<file path="src/hdl/hsfc_pkg.sv">
// Shared types and constants for the half/single float converter pipeline.
`timescale 1ns / 1ps

package hsfc_pkg;

  // Direction codes carried on the input tuser bit.
  localparam logic DIR_H2S = 1'b0;
  localparam logic DIR_S2H = 1'b1;

  // Half precision field constants.
  localparam logic [4:0] HALF_EXP_MAX  = 5'h1F;
  localparam logic [7:0] HALF_BIAS_ADJ = 8'd112;
  localparam logic [7:0] HALF_SUB_EXP  = 8'd113;

  // Single precision field constants.
  localparam logic [7:0] SGL_EXP_MAX   = 8'hFF;
  localparam logic [7:0] SGL_INF_ABOVE = 8'd142;
  localparam logic [7:0] SGL_ZERO_BELOW = 8'd103;
  localparam logic [7:0] SGL_SUB_MAX   = 8'd112;
  localparam logic [7:0] SGL_SHIFT_BASE = 8'd125;

  // Stage 1 result: fields split out, subnormal shift amount decided.
  typedef struct packed {
    logic        dir;
    logic        sign;
    logic        sub;
    logic [7:0]  exp;
    logic [23:0] man;
    logic [4:0]  shamt;
  } s1_t;

  // Stage 2 result: subnormal mantissa aligned.
  typedef struct packed {
    logic        dir;
    logic        sign;
    logic        sub;
    logic [7:0]  exp;
    logic [23:0] man;
  } s2_t;

endpackage

</file>
<file path="src/hdl/hsfc_unpack.sv">
// Stage 1: field split, operand classification and shift amount selection.
`timescale 1ns / 1ps

module hsfc_unpack (
  input  logic          clk,
  input  logic          rst_n,
  input  logic          up_valid,
  output logic          up_ready,
  input  logic          up_dir,
  input  logic [31:0]   up_value,
  output logic          dn_valid,
  input  logic          dn_ready,
  output hsfc_pkg::s1_t dn_data
);
  import hsfc_pkg::*;

  logic valid_r;
  s1_t  data_r;
  logic valid_nxt;
  s1_t  data_nxt;

  logic [4:0] h_exp;
  logic [9:0] h_man;
  logic [3:0] h_lz;
  logic [7:0] s_exp;

  assign up_ready = !valid_r || dn_ready;
  assign dn_valid = valid_r;
  assign dn_data  = data_r;
  assign valid_nxt = up_ready ? up_valid : valid_r;

  assign h_exp = up_value[14:10];
  assign h_man = up_value[9:0];
  assign s_exp = up_value[30:23];

  // Shifts needed to bring the top set bit of a half subnormal to the hidden bit.
  always_comb begin
    h_lz = 4'd0;
    for (int i = 0; i < 10; i++) begin
      if (h_man[i]) begin
        h_lz = 4'(10 - i);
      end
    end
  end

  always_comb begin
    data_nxt       = '0;
    data_nxt.dir   = up_dir;
    if (up_dir == DIR_H2S) begin
      data_nxt.sign = up_value[15];
      if (h_exp == 5'd0) begin
        if (h_man != 10'd0) begin
          data_nxt.sub   = 1'b1;
          data_nxt.man   = {14'd0, h_man};
          data_nxt.shamt = {1'b0, h_lz};
        end
      end else if (h_exp == HALF_EXP_MAX) begin
        data_nxt.exp = SGL_EXP_MAX;
        data_nxt.man = {1'b0, h_man, 13'd0};
      end else begin
        data_nxt.exp = {3'd0, h_exp} + HALF_BIAS_ADJ;
        data_nxt.man = {1'b0, h_man, 13'd0};
      end
    end else begin
      data_nxt.sign = up_value[31];
      if (s_exp > SGL_INF_ABOVE) begin
        // Overflow and NaN both saturate to infinity.
        data_nxt.exp = {3'd0, HALF_EXP_MAX};
      end else if (s_exp < SGL_ZERO_BELOW) begin
        data_nxt.exp = 8'd0;
      end else if (s_exp <= SGL_SUB_MAX) begin
        data_nxt.sub   = 1'b1;
        data_nxt.man   = {1'b1, up_value[22:0]};
        data_nxt.shamt = 5'(SGL_SHIFT_BASE - s_exp);
      end else begin
        data_nxt.exp = s_exp - SGL_SUB_MAX;
        data_nxt.man = {14'd0, up_value[22:13]};
      end
    end
  end

  always_ff @(posedge clk) begin
    if (!rst_n) begin
      valid_r <= 1'b0;
    end else begin
      valid_r <= valid_nxt;
    end
  end

  always_ff @(posedge clk) begin
    if (up_ready && up_valid) begin
      data_r <= data_nxt;
    end
  end

endmodule

</file>
<file path="src/hdl/hsfc_align.sv">
// Stage 2: mantissa alignment for subnormal operands and results.
`timescale 1ns / 1ps

module hsfc_align (
  input  logic          clk,
  input  logic          rst_n,
  input  logic          up_valid,
  output logic          up_ready,
  input  hsfc_pkg::s1_t up_data,
  output logic          dn_valid,
  input  logic          dn_ready,
  output hsfc_pkg::s2_t dn_data
);
  import hsfc_pkg::*;

  logic valid_r;
  s2_t  data_r;
  logic valid_nxt;
  s2_t  data_nxt;

  logic [19:0] norm_w;
  logic [23:0] trunc_w;

  assign up_ready  = !valid_r || dn_ready;
  assign dn_valid  = valid_r;
  assign dn_data   = data_r;
  assign valid_nxt = up_ready ? up_valid : valid_r;

  // Half subnormal: shift left until the hidden bit position is reached.
  assign norm_w  = {10'd0, up_data.man[9:0]} << up_data.shamt;
  // Single to half subnormal: keep one extra bit below the result for rounding.
  assign trunc_w = up_data.man >> up_data.shamt;

  always_comb begin
    data_nxt.dir  = up_data.dir;
    data_nxt.sign = up_data.sign;
    data_nxt.sub  = up_data.sub;
    data_nxt.exp  = up_data.exp;
    data_nxt.man  = up_data.man;
    if (up_data.sub) begin
      if (up_data.dir == DIR_H2S) begin
        data_nxt.exp = HALF_SUB_EXP - {3'd0, up_data.shamt};
        data_nxt.man = {1'b0, norm_w[9:0], 13'd0};
      end else begin
        data_nxt.man = trunc_w;
      end
    end
  end

  always_ff @(posedge clk) begin
    if (!rst_n) begin
      valid_r <= 1'b0;
    end else begin
      valid_r <= valid_nxt;
    end
  end

  always_ff @(posedge clk) begin
    if (up_ready && up_valid) begin
      data_r <= data_nxt;
    end
  end

endmodule

</file>
<file path="src/hdl/hsfc_pack.sv">
// Stage 3: rounding of half subnormals and result assembly into the output register.
`timescale 1ns / 1ps

module hsfc_pack (
  input  logic          clk,
  input  logic          rst_n,
  input  logic          up_valid,
  output logic          up_ready,
  input  hsfc_pkg::s2_t up_data,
  output logic          dn_valid,
  input  logic          dn_ready,
  output logic [31:0]   dn_value
);
  import hsfc_pkg::*;

  logic        valid_r;
  logic [31:0] value_r;
  logic        valid_nxt;
  logic [31:0] value_nxt;
  logic [11:0] rnd_sum;

  assign up_ready  = !valid_r || dn_ready;
  assign dn_valid  = valid_r;
  assign dn_value  = value_r;
  assign valid_nxt = up_ready ? up_valid : valid_r;

  // Round half up; a carry into bit 10 lands on the smallest normal exponent.
  assign rnd_sum = {1'b0, up_data.man[10:0]} + 12'd1;

  always_comb begin
    if (up_data.dir == DIR_H2S) begin
      value_nxt = {up_data.sign, up_data.exp, up_data.man[22:0]};
    end else if (up_data.sub) begin
      value_nxt = {16'd0, up_data.sign, 4'd0, rnd_sum[11:1]};
    end else begin
      value_nxt = {16'd0, up_data.sign, up_data.exp[4:0], up_data.man[9:0]};
    end
  end

  always_ff @(posedge clk) begin
    if (!rst_n) begin
      valid_r <= 1'b0;
    end else begin
      valid_r <= valid_nxt;
    end
  end

  always_ff @(posedge clk) begin
    if (up_ready && up_valid) begin
      value_r <= value_nxt;
    end
  end

endmodule

</file>
<file path="src/hdl/half_single_float_converter_unit.sv">
// Top level of the half/single precision float converter pipeline.
//
// Each request on the in_ channel carries one operand in in_tdata and the
// conversion direction in in_tuser (0 = half to single, 1 = single to half;
// a half operand uses bits 15..0). Each request gives exactly one result on
// the out_ channel; a half result sits in bits 15..0 with the upper half zero.
// The datapath is three register stages: field split and classification,
// mantissa alignment, then rounding and packing into the output register.
// A request passes through the field split, alignment and output registers in
// that order before out_tvalid rises, and one request can be taken every
// cycle while out_tready stays high. Each stage holds its item while the next
// stage is full, so a stalled receiver fills the pipeline and then drops
// in_tready; nothing is lost or repeated. in_tready is high whenever the
// output register is empty. A synchronous reset (rst_n low) empties all
// stages; the block keeps no other state.
`timescale 1ns / 1ps

module half_single_float_converter_unit (
  input  logic        clk,
  input  logic        rst_n,
  input  logic        in_tvalid,
  output logic        in_tready,
  input  logic [31:0] in_tdata,   // value_in[31:0]
  input  logic        in_tuser,   // req_type[0]
  output logic        out_tvalid,
  input  logic        out_tready,
  output logic [31:0] out_tdata   // value_out[31:0]
);
  import hsfc_pkg::*;

  logic s1_valid;
  logic s1_ready;
  s1_t  s1_data;
  logic s2_valid;
  logic s2_ready;
  s2_t  s2_data;

  hsfc_unpack u_unpack (
    .clk      (clk),
    .rst_n    (rst_n),
    .up_valid (in_tvalid),
    .up_ready (in_tready),
    .up_dir   (in_tuser),
    .up_value (in_tdata),
    .dn_valid (s1_valid),
    .dn_ready (s1_ready),
    .dn_data  (s1_data)
  );

  hsfc_align u_align (
    .clk      (clk),
    .rst_n    (rst_n),
    .up_valid (s1_valid),
    .up_ready (s1_ready),
    .up_data  (s1_data),
    .dn_valid (s2_valid),
    .dn_ready (s2_ready),
    .dn_data  (s2_data)
  );

  hsfc_pack u_pack (
    .clk      (clk),
    .rst_n    (rst_n),
    .up_valid (s2_valid),
    .up_ready (s2_ready),
    .up_data  (s2_data),
    .dn_valid (out_tvalid),
    .dn_ready (out_tready),
    .dn_value (out_tdata)
  );

  // An empty output register means every stage can advance.
  a_ready_when_out_empty: assert property (@(posedge clk) disable iff (!rst_n)
    !out_tvalid |-> in_tready)
    else $error("input stalled while the output register is empty");

  // Requests are refused only when all three stages are full and stalled.
  a_stall_only_when_full: assert property (@(posedge clk) disable iff (!rst_n)
    !in_tready |-> (s1_valid && s2_valid && out_tvalid && !out_tready))
    else $error("input stalled with room in the pipeline");

  // A stage 1 item blocked by stage 2 keeps its contents.
  a_s1_hold: assert property (@(posedge clk) disable iff (!rst_n)
    (s1_valid && !s1_ready) |=> (s1_valid && $stable(s1_data)))
    else $error("stage 1 item changed while stalled");

  // A stage 2 item blocked by the output register keeps its contents.
  a_s2_hold: assert property (@(posedge clk) disable iff (!rst_n)
    (s2_valid && !s2_ready) |=> (s2_valid && $stable(s2_data)))
    else $error("stage 2 item changed while stalled");

endmodule
</file>
<file path="config.mk">
export PLATFORM = sky130hd
export DESIGN_NAME = half_single_float_converter_unit
export DESIGN_NICKNAME = d
export VERILOG_FILES = /design/src/hdl/hsfc_pkg.sv /design/src/hdl/hsfc_unpack.sv /design/src/hdl/hsfc_align.sv /design/src/hdl/hsfc_pack.sv /design/src/hdl/half_single_float_converter_unit.sv
export SDC_FILE = /design/constraint.sdc
export NUM_CORES = 1
export LEC_CHECK = 0
export BUFFER_PORTS_ARGS = -buffer_cell sky130_fd_sc_hd__clkbuf_2
export CORE_UTILIZATION = 59
export DETAILED_ROUTE_END_ITERATION = 7
export HOLD_SLACK_MARGIN = 0.08
export PLACE_DENSITY = 0.87
export SYNTH_ARGS = -nofsm -noshare
export SYNTH_HDL_FRONTEND = slang
export SYNTH_SLANG_ARGS = --single-unit
</file>
<file path="constraint.sdc">
create_clock -name clk -period 4.3 [get_ports clk]
set_clock_uncertainty 0.2 [all_clocks]
set_input_delay 0.43 -clock clk [delete_from_list [all_inputs] [get_ports clk]]
set_output_delay 0.43 -clock clk [all_outputs]
set_load 0.01 [all_outputs]
</file>
## Yosys cells after proc, flatten, opt, wreduce, memory -nomap -nowiden

Index checks and enable logic that the tools add are counted.

| storage, ports and cells | value |
|---|---|
| flip-flop bits (word level) | 109 |
| latch bits | 0 |
| bits in writable memories | 0 |
| bits in read-only memories | 0 |
| bits of input ports | 37 |
| word-level logic and storage cells | 70 |
| memories | 0 |

| cells by class | value |
|---|---|
| add/sub/neg operators | 5 |
| $mul | 0 |
| divide/modulo/power cells | 0 |
| magnitude comparators | 3 |
| equal/unequal tests | 1 |
| shifts and indexed selects | 2 |
| multiplexer cells | 33 |
| bitwise logic cells | 0 |
| reduce and logical (&&, ||, !) cells | 11 |

Operators by type and width:

| operator | number |
|---|---|
| $mux W32 | 3 |
| $mux W24 | 3 |
| $mux W29 | 2 |
| $mux W4 | 10 |
| $mux W8 | 5 |
| $mux W39 | 1 |
| $mux W15 | 2 |
| $shr A24 B5 Y24 | 1 |
| $add A11 B1 Y12 const B | 1 |
| $mux W5 | 2 |
| $reduce_bool A10 Y1 | 1 |
| $shl A10 B5 Y10 | 1 |
| $add A5 B7 Y8 const B | 1 |
| $gt A8 B8 Y1 const B | 1 |
| $le A8 B7 Y1 const B | 1 |
| $lt A8 B7 Y1 const B | 1 |
| $sub A7 B5 Y8 const A | 1 |
| $sub A8 B7 Y8 const B | 1 |
| $eq A5 B5 Y1 const B | 1 |
| $logic_not A5 Y1 | 1 |
| $mux W1 | 5 |
| $sub A5 B5 Y5 const A | 1 |
| $logic_and A1 B1 Y1 | 3 |
| $logic_not A1 Y1 | 3 |
| $logic_or A1 B1 Y1 | 3 |

## Depth between registers and ports, before layout

Gate-level depths: netlist of the first run.

| logic depth | value |
|---|---|
| depth in word-level cells | 13 |
| depth in mapped cells | 9 |
| mapped depth without buffers | 7 |

## Cells and area by module

Synthesis of the first run repeated with hierarchy kept, for this count alone.

| unflattened totals | value |
|---|---|
| cell total of the unflattened synthesis | 619 |
| area total of the unflattened synthesis | 6606.3 um^2 |

By module, submodules not included:

| module | times used | cells an instance | area an instance (um^2) |
|---|---|---|---|
| hsfc_align | 1 | 331 | 3041.7 |
| hsfc_unpack | 1 | 162 | 2024.4 |
| hsfc_pack | 1 | 126 | 1540.2 |

## Least setup slack after synthesis of the first run

Ideal clock, no wire load.

| timing | value |
|---|---|
| path type | in2reg |
| start point | in out_tready |
| end point | reg u_align.data_r, in the netlist u_align.dn_data[0], enable pin |
| setup time | 0.477 ns |
| arrival time | 3.038 ns |
| data required time | 3.623 ns |
| slack | 0.585 ns |
| stages | 2 |
| cells stage by stage | nor2b_1 a21boi_0 |

| on the way | value |
|---|---|
| longest elaborated chain between the ends | 3 |

RTL lines:

| element | line | RTL |
|---|---|---|
| start, declared | half_single_float_converter_unit.sv:26 | `input logic out_tready,` |
| $logic_or A1 B1 Y1 | hsfc_pack.sv:22 | `assign up_ready = !valid_r \|\| dn_ready;` |
| $logic_or A1 B1 Y1 | hsfc_align.sv:24 | `assign up_ready = !valid_r \|\| dn_ready;` |
| $logic_and A1 B1 Y1 | hsfc_align.sv:59 | `if (up_ready && up_valid) begin` |
| end signal, assigned | hsfc_align.sv:60 | `data_r <= data_nxt;` |
| end, declared | hsfc_align.sv:17 | `s2_t data_r;` |

No other way between the ends.
A chain may end at the register's enable or synchronous reset.

==> flow_metrics.env, run 1 <==
export IMPL_place_area_um2=6959
export IMPL_clockBufferDepth=2
export IMPL_async_flop_share_pct=0
export IMPL_ys_types=61
export IMPL_wl_per_cell_um=20.42
export IMPL_ys_seq_area_share_pct=49.76
export IMPL_fmax_ghz=0.3459
export IMPL_slowest_delay_ns=0.99
export IMPL_hold_worst_slack_ns=0.1530
export IMPL_die_w_um=107.1
export IMPL_clockRootBuffer="clkbuf_8"
export IMPL_globalplace_congestion=0.9466
export IMPL_setup_viol=0
export IMPL_postLayoutCellArea_um2=7173
export IMPL_rr_endpoint="u_align.dn_data[4]"
export IMPL_preCtsSetupSlack_ns=1.462
export IMPL_yosys_mux_area_fraction_pct=13.52
export IMPL_dieArea_um2=11470
export IMPL_finalCritPeriodShare_pct=67.23
export IMPL_core_um2=10790
export IMPL_clk_latency_ns=0.38
export IMPL_cts_resized_gates=0
export IMPL_antenna_found_initial=0
export IMPL_n_fill_cell=801
export IMPL_rsz0062_at_grt="no"
export IMPL_start_util_pct=60.39
export IMPL_ys_seq_elements=109
export IMPL_yosysTopAreaCellShare_pct=48.84
export IMPL_min_from="in_tdata[18]"
export IMPL_yosysMostFrequentCell="edfxtp_1"
export IMPL_synthSimpleGateAreaFrac_pct=13.76
export IMPL_r2r_cells=6
export IMPL_path_delay_family="flip-flops"
export IMPL_drive_gt1_share_pct=21.76
export IMPL_grt_max_degree=35
export IMPL_hold_path_depth=2
export IMPL_cp_start_kind="flip-flop"
export IMPL_synth_xor_area_share_pct=0.8063
export IMPL_syn2layout_area_growth_pct=10.06
export IMPL_tns_ns=0
export IMPL_synth_nets=634
export IMPL_total_power_mw=2.353
export IMPL_setup_ws_ns=1.409
export IMPL_final_nets=688
export IMPL_crit_buf_inv=1
export IMPL_clk_pin_slew_ns=0.11
export IMPL_tritoncts="built"
export IMPL_grt_pass1_wl_mm=25.43
export IMPL_worstPathMaxFanout=27
export IMPL_drtAntennaViolNets=0
export IMPL_grt_usage_pct=29.71
export IMPL_power_density_nw_per_um2=328.1
export IMPL_cts_buffers=9
export IMPL_place_hpwl_mm=11.89
export IMPL_r2r_slack_ns=1.41
export IMPL_die_h_um=107.1
export IMPL_cp_arrival_ns=2.80
export IMPL_rows=38
export IMPL_synth_compound_area_share_pct=16.68
export IMPL_synth_top_cells_by_count="edfxtp_1, nand2_1, nor2_1"
export IMPL_syn_mean_instance_area_um2=11.07
export IMPL_slowest_stage="edfxtp_1"
export IMPL_drtPass1Iterations=6
export IMPL_vias_per_cell=6.506
export IMPL_yosysWarnings=0
export IMPL_postRouteWirelength_mm=16.09
export IMPL_synth_area_leaders="edfxtp_1, mux2i_1, mux4_2"
export IMPL_max_slew_margin_pct=29.84
export IMPL_drv_slew=0
export IMPL_syn_area_um2=6518
export IMPL_maxCapViolCount=0
export IMPL_vias=5127
export IMPL_setup_worst_path_class="reg2reg"
export IMPL_register_area_um2=3243
export IMPL_run_status="finished, final reports clean"
export IMPL_rr_startpoint="u_unpack.dn_data[0]"
export IMPL_synthAdderAreaFrac_pct=1.536
export IMPL_io_pins=71
export IMPL_ir_drop_mv=0.1580
export IMPL_cts_num_sinks=109
export IMPL_fin_crit_ns=2.891
export IMPL_whs_endpoint="u_unpack.dn_data[23]"
export IMPL_hold_viol=0
export IMPL_drc=0
export IMPL_synth_main_ff_cell="edfxtp_1"
export IMPL_synth_top_family_by_area="compound AO/OA/AOI/OAI gates"
export IMPL_portBuffers=70
export IMPL_synth_cells=589
export IMPL_antennaDiodeCount=0
export IMPL_tightest_slew_ns=1.052
export IMPL_grt_overflow_total=0
export IMPL_first_iter_violations=469
export IMPL_synth_edff_count=106
export IMPL_leakage_nw=2.748
export IMPL_synth_top_area_cell="edfxtp_1"
export IMPL_endpoint_kind="flip-flop"
export IMPL_path_cells="buf_12 -> mux2_2 -> mux2i_1 -> o21ai_0 -> a221oi_1 -> o32ai_1"
export IMPL_multiInputGateArea_um2=3039
export IMPL_grt_pass1_vias=4792
export IMPL_cts_max_level=3
export IMPL_required_ns=4.20
export IMPL_hold_path_class="in2reg"
## final cells by class
cell class / count / share of cell area, %
Timing Repair Buffer: 80 / 6.140
Sequential cell: 109 / 45.21
Multi-Input combinational cell: 424 / 42.37
Tap cell: 140 / 2.442
Clock inverter: 7 / 1.116
Clock buffer: 9 / 1.727
Inverter: 19 / 0.9942
## flip-flops by register name (all words and copies together) (netlist names)
register and count:
u_pack.dn_value 32, u_align.dn_data 34, u_pack.dn_valid 1, u_unpack.dn_valid 1
u_align.dn_valid 1, u_unpack.dn_data 40
## what timing repair did
item                                   in CTS  in global routing
endpoints found under the hold margin       1                  0
hold buffers                                1                  0
setup endpoints to repair                   0                  0
buffers inserted                            0                  0
## kinds of logic (layout without fill, tap and decap cells)
group                      count (synthesis)  count (layout)
and+or+nand+nor                          187             187
xor gates and xnor gates                   6               6
muxes                                     70              70
DFF                                      109             109
AOI/OAI and AO/OA                        153             153
buffers and inverters                     56             115
adders and majority gates                  8               8
## power breakdown
part           internal, mW  leakage [nW]  switching (mW)
Clock                 0.231         0.103           0.385
Combinational         0.180          1.63           0.237
Sequential             1.25          1.02          0.0748
## through the flow
step                      util, %  std cells
after detailed placement    64.48        771
after CTS                   66.46        788
after floorplan                 -        589
final                       66.46        788
after global routing        66.46        788
after global placement      64.48        771
## metal layers
metal	global-route usage [%]	wire (um)	part of all wire [%]	up-vias
li1	-	-	-	2369
met1	39.19	6580	41	2450
met2	48.71	7724	48	266
met3	3.769	1168	7.3	42
met4	14.38	615	3.8	0
met5	0	0	0	-
## how the worst max path moves through the flow
stage,cells after the start,slack (ns),endpoint,start
final,6,1.41,u_align.dn_data[4],u_unpack.dn_data[0]
after floorplan,2,0.58,u_align.dn_data[0],out_tready
after global placement,6,1.47,u_align.dn_data[4],u_unpack.dn_data[0]
after CTS,6,1.43,u_align.dn_data[4],u_unpack.dn_data[0]
after detailed placement,5,1.46,u_align.dn_data[5],u_unpack.dn_data[0]
after global routing,6,1.25,u_align.dn_data[4],u_unpack.dn_data[0]
## layout by cell type, fill, tap and decap left out, drive strengths merged, types with 4 or more instances in the layout
cell	instances
o2bb2ai	4
clkbuf	79
ha	8
o21ai	26
mux2	21
mux2i	37
and2	5
o31a	4
nand2	54
a221o	5
nor3	17
nand2b	8
mux4	12
a21oi	29
or2	4
edfxtp	106
nor2b	23
o21a	4
clkinv	4
nand4	4
a211oi	6
and3	4
a31oi	10
buf	9
inv	22
a22o	24
nand3	16
o211ai	7
nor2	43
a21o	5
Power figures use the tool's default switching activity.
==> inputs of run 2 (changes only) <==
--- a/config.mk
+++ b/config.mk
@@ -6,10 +6,10 @@
 export NUM_CORES = 1
 export LEC_CHECK = 0
 export BUFFER_PORTS_ARGS = -buffer_cell sky130_fd_sc_hd__clkbuf_2
-export CORE_UTILIZATION = 59
+export CORE_UTILIZATION = 54
 export DETAILED_ROUTE_END_ITERATION = 7
 export HOLD_SLACK_MARGIN = 0.08
-export PLACE_DENSITY = 0.87
+export PLACE_DENSITY = 0.84
 export SYNTH_ARGS = -nofsm -noshare
 export SYNTH_HDL_FRONTEND = slang
 export SYNTH_SLANG_ARGS = --single-unit
==> constraint.sdc (replaced) <==
create_clock -name clk -period 2.5 [get_ports clk]
set_clock_uncertainty 0.2 [all_clocks]
set_input_delay 0.25 -clock clk [delete_from_list [all_inputs] [get_ports clk]]
set_output_delay 0.25 -clock clk [all_outputs]
set_load 0.01 [all_outputs]
==> flow_metrics.env, run 2 (synthesized netlist as in run 1, its figures left out) <==
export IMPL_tritoncts="built"
export IMPL_syn2layout_area_growth_pct=19.87
export IMPL_final_common_cell="edfxtp_1"
export IMPL_rsz0062_at_grt="no"
export IMPL_min_from="in_tdata[7]"
export IMPL_cts_buffers=9
export IMPL_cts_max_level=3
export IMPL_fin_crit_ns=2.410
export IMPL_path_delay_family="buffers and inverters"
export IMPL_largest_reg_flops=40
export IMPL_vias=5429
export IMPL_whs_endpoint="u_unpack.dn_data[25]"
export IMPL_vias_per_cell=6.417
export IMPL_grt_pass1_vias=5286
export IMPL_die_w_um=111.9
export IMPL_hold_path_class="in2reg"
export IMPL_cts_num_sinks=109
export IMPL_drtPass1Iterations=8
export IMPL_maxCapViolCount=0
export IMPL_antennaDiodeCount=0
export IMPL_antenna_found_initial=0
export IMPL_worstPathMaxFanout=6
export IMPL_hold_viol=0
export IMPL_total_power_mw=4.600
export IMPL_ir_drop_mv=0.3767
export IMPL_grt_pass1_wl_mm=29.10
export IMPL_slowest_stage="dlygate4sd3_1"
export IMPL_drive_gt1_share_pct=24.61
export IMPL_tightest_slew_ns=0.6477
export IMPL_drtAntennaViolNets=0
export IMPL_leakage_nw=3.052
export IMPL_drc=4
export IMPL_grt_usage_pct=31.19
export IMPL_grt_overflow_total=0
export IMPL_violations="design-rule violations"
export IMPL_fin_cells=846
export IMPL_dieArea_um2=12510
export IMPL_start_util_pct=56.12
export IMPL_max_slew_margin_pct=56.73
export IMPL_tns_ns=0
export IMPL_r2r_cells=6
export IMPL_globalplace_congestion=0.9693
export IMPL_clk_pin_slew_ns=0.07
export IMPL_first_iter_violations=595
export IMPL_setup_viol=0
export IMPL_run_status="finished, violations left"
export IMPL_n_fill_cell=846
export IMPL_io_pins=71
export IMPL_clockRootBuffer="clkbuf_16"
export IMPL_cp_arrival_ns=2.31
export IMPL_fmax_ghz=0.4150
export IMPL_rr_endpoint="u_align.dn_data[5]"
export IMPL_dp_cells=798
export IMPL_register_area_um2=3243
export IMPL_grt_max_degree=41
export IMPL_die_h_um=111.9
export IMPL_path_cells="clkbuf_2 -> inv_1 -> ha_1 -> or4b_1 -> nor3_1 -> o21ai_2 -> clkinvlp_4 -> a22o_1 -> dlygate4sd3_1"
export IMPL_hold_path_depth=2
export IMPL_crit_buf_inv=4
export IMPL_final_nets=743
export IMPL_core_um2=11610
export IMPL_place_hpwl_mm=13.44
export IMPL_drv_slew=0
export IMPL_r2r_slack_ns=0.11
export IMPL_rows=39
export IMPL_setup_worst_path_class="in2reg"
export IMPL_portBuffers=70
export IMPL_multiInputGateArea_um2=3043
export IMPL_cp_start_kind="input port"
export IMPL_required_ns=2.40
export IMPL_hold_worst_slack_ns=0.09932
export IMPL_endpoint_kind="flip-flop"
export IMPL_wl_per_cell_um=22.47
export IMPL_finalCritPeriodShare_pct=96.38
export IMPL_clk_latency_ns=0.36
export IMPL_slowest_delay_ns=0.55
export IMPL_power_density_nw_per_um2=588.8
export IMPL_postRouteWirelength_mm=19.01
export IMPL_clockBufferDepth=2
export IMPL_rr_startpoint="u_unpack.dn_data[0]"
export IMPL_final_cell_mix="edfxtp_1, clkbuf_2, nand2_1, nor2_1, mux2i_1"
[run 2: layer usage]
| layer | track usage, % | wire length [um] | vias to the layer above |
|---|---|---|---|
| met5 | 0 | 0 | - |
| met4 | 18.38 | 1053 | 0 |
| met3 | 4.573 | 1364 | 75 |
| met2 | 51.30 | 8935 | 336 |
| met1 | 39.31 | 7654 | 2547 |
| li1 | - | - | 2471 |
[run 2: how the worst max path moves through the flow]
stage,from,endpoint,slack [ns],depth (start not counted)
floorplan,u_pack.dn_valid,u_unpack.dn_data[0],0.05,2
global placement,u_unpack.dn_data[0],u_align.dn_data[7],0.09,5
detailed placement,u_unpack.dn_data[0],u_align.dn_data[7],0.09,5
CTS,in_tdata[24],u_unpack.dn_data[24],0.07,9
global route,in_tdata[27],u_unpack.dn_data[26],0.01,8
finish,in_tdata[24],u_unpack.dn_data[26],0.09,9
[run 2: final cells by class]
class | count | share of cell area, %
Tap cell | 143 | 2.290
Inverter | 19 | 0.9609
Clock inverter | 7 | 1.233
Sequential cell | 109 | 41.51
Clock buffer | 9 | 2.883
Timing Repair Buffer | 134 | 12.11
Multi-Input combinational cell | 424 | 38.95
Timing Repair inverter | 1 | 0.06406
[run 2: through the flow]
step / instance area [um^2] / utilization, % / worst slack, ns
after global routing: 7812 / 67.27 / 0.01047
after CTS: 7762 / 66.84 / 0.06891
after floorplan: 6530 / - / 0.04669
final: 7812 / 67.27 / 0.09047
after detailed placement: 7181 / 61.83 / 0.08941
after global placement: 7181 / 61.83 / 0.08903
[run 2: report_power, final]
group	switching [mW]	total (mW)	internal (mW)
combinational	0.472	0.848	0.375
clock	0.692	1.49	0.803
sequential	0.115	2.26	2.14
[run 2: repair_timing]
item	CTS	global route
setup endpoints to repair	0	6
setup buffers	0	5
hold buffers	26	0
endpoints found under the hold margin	26	0
gates resized for setup	0	2
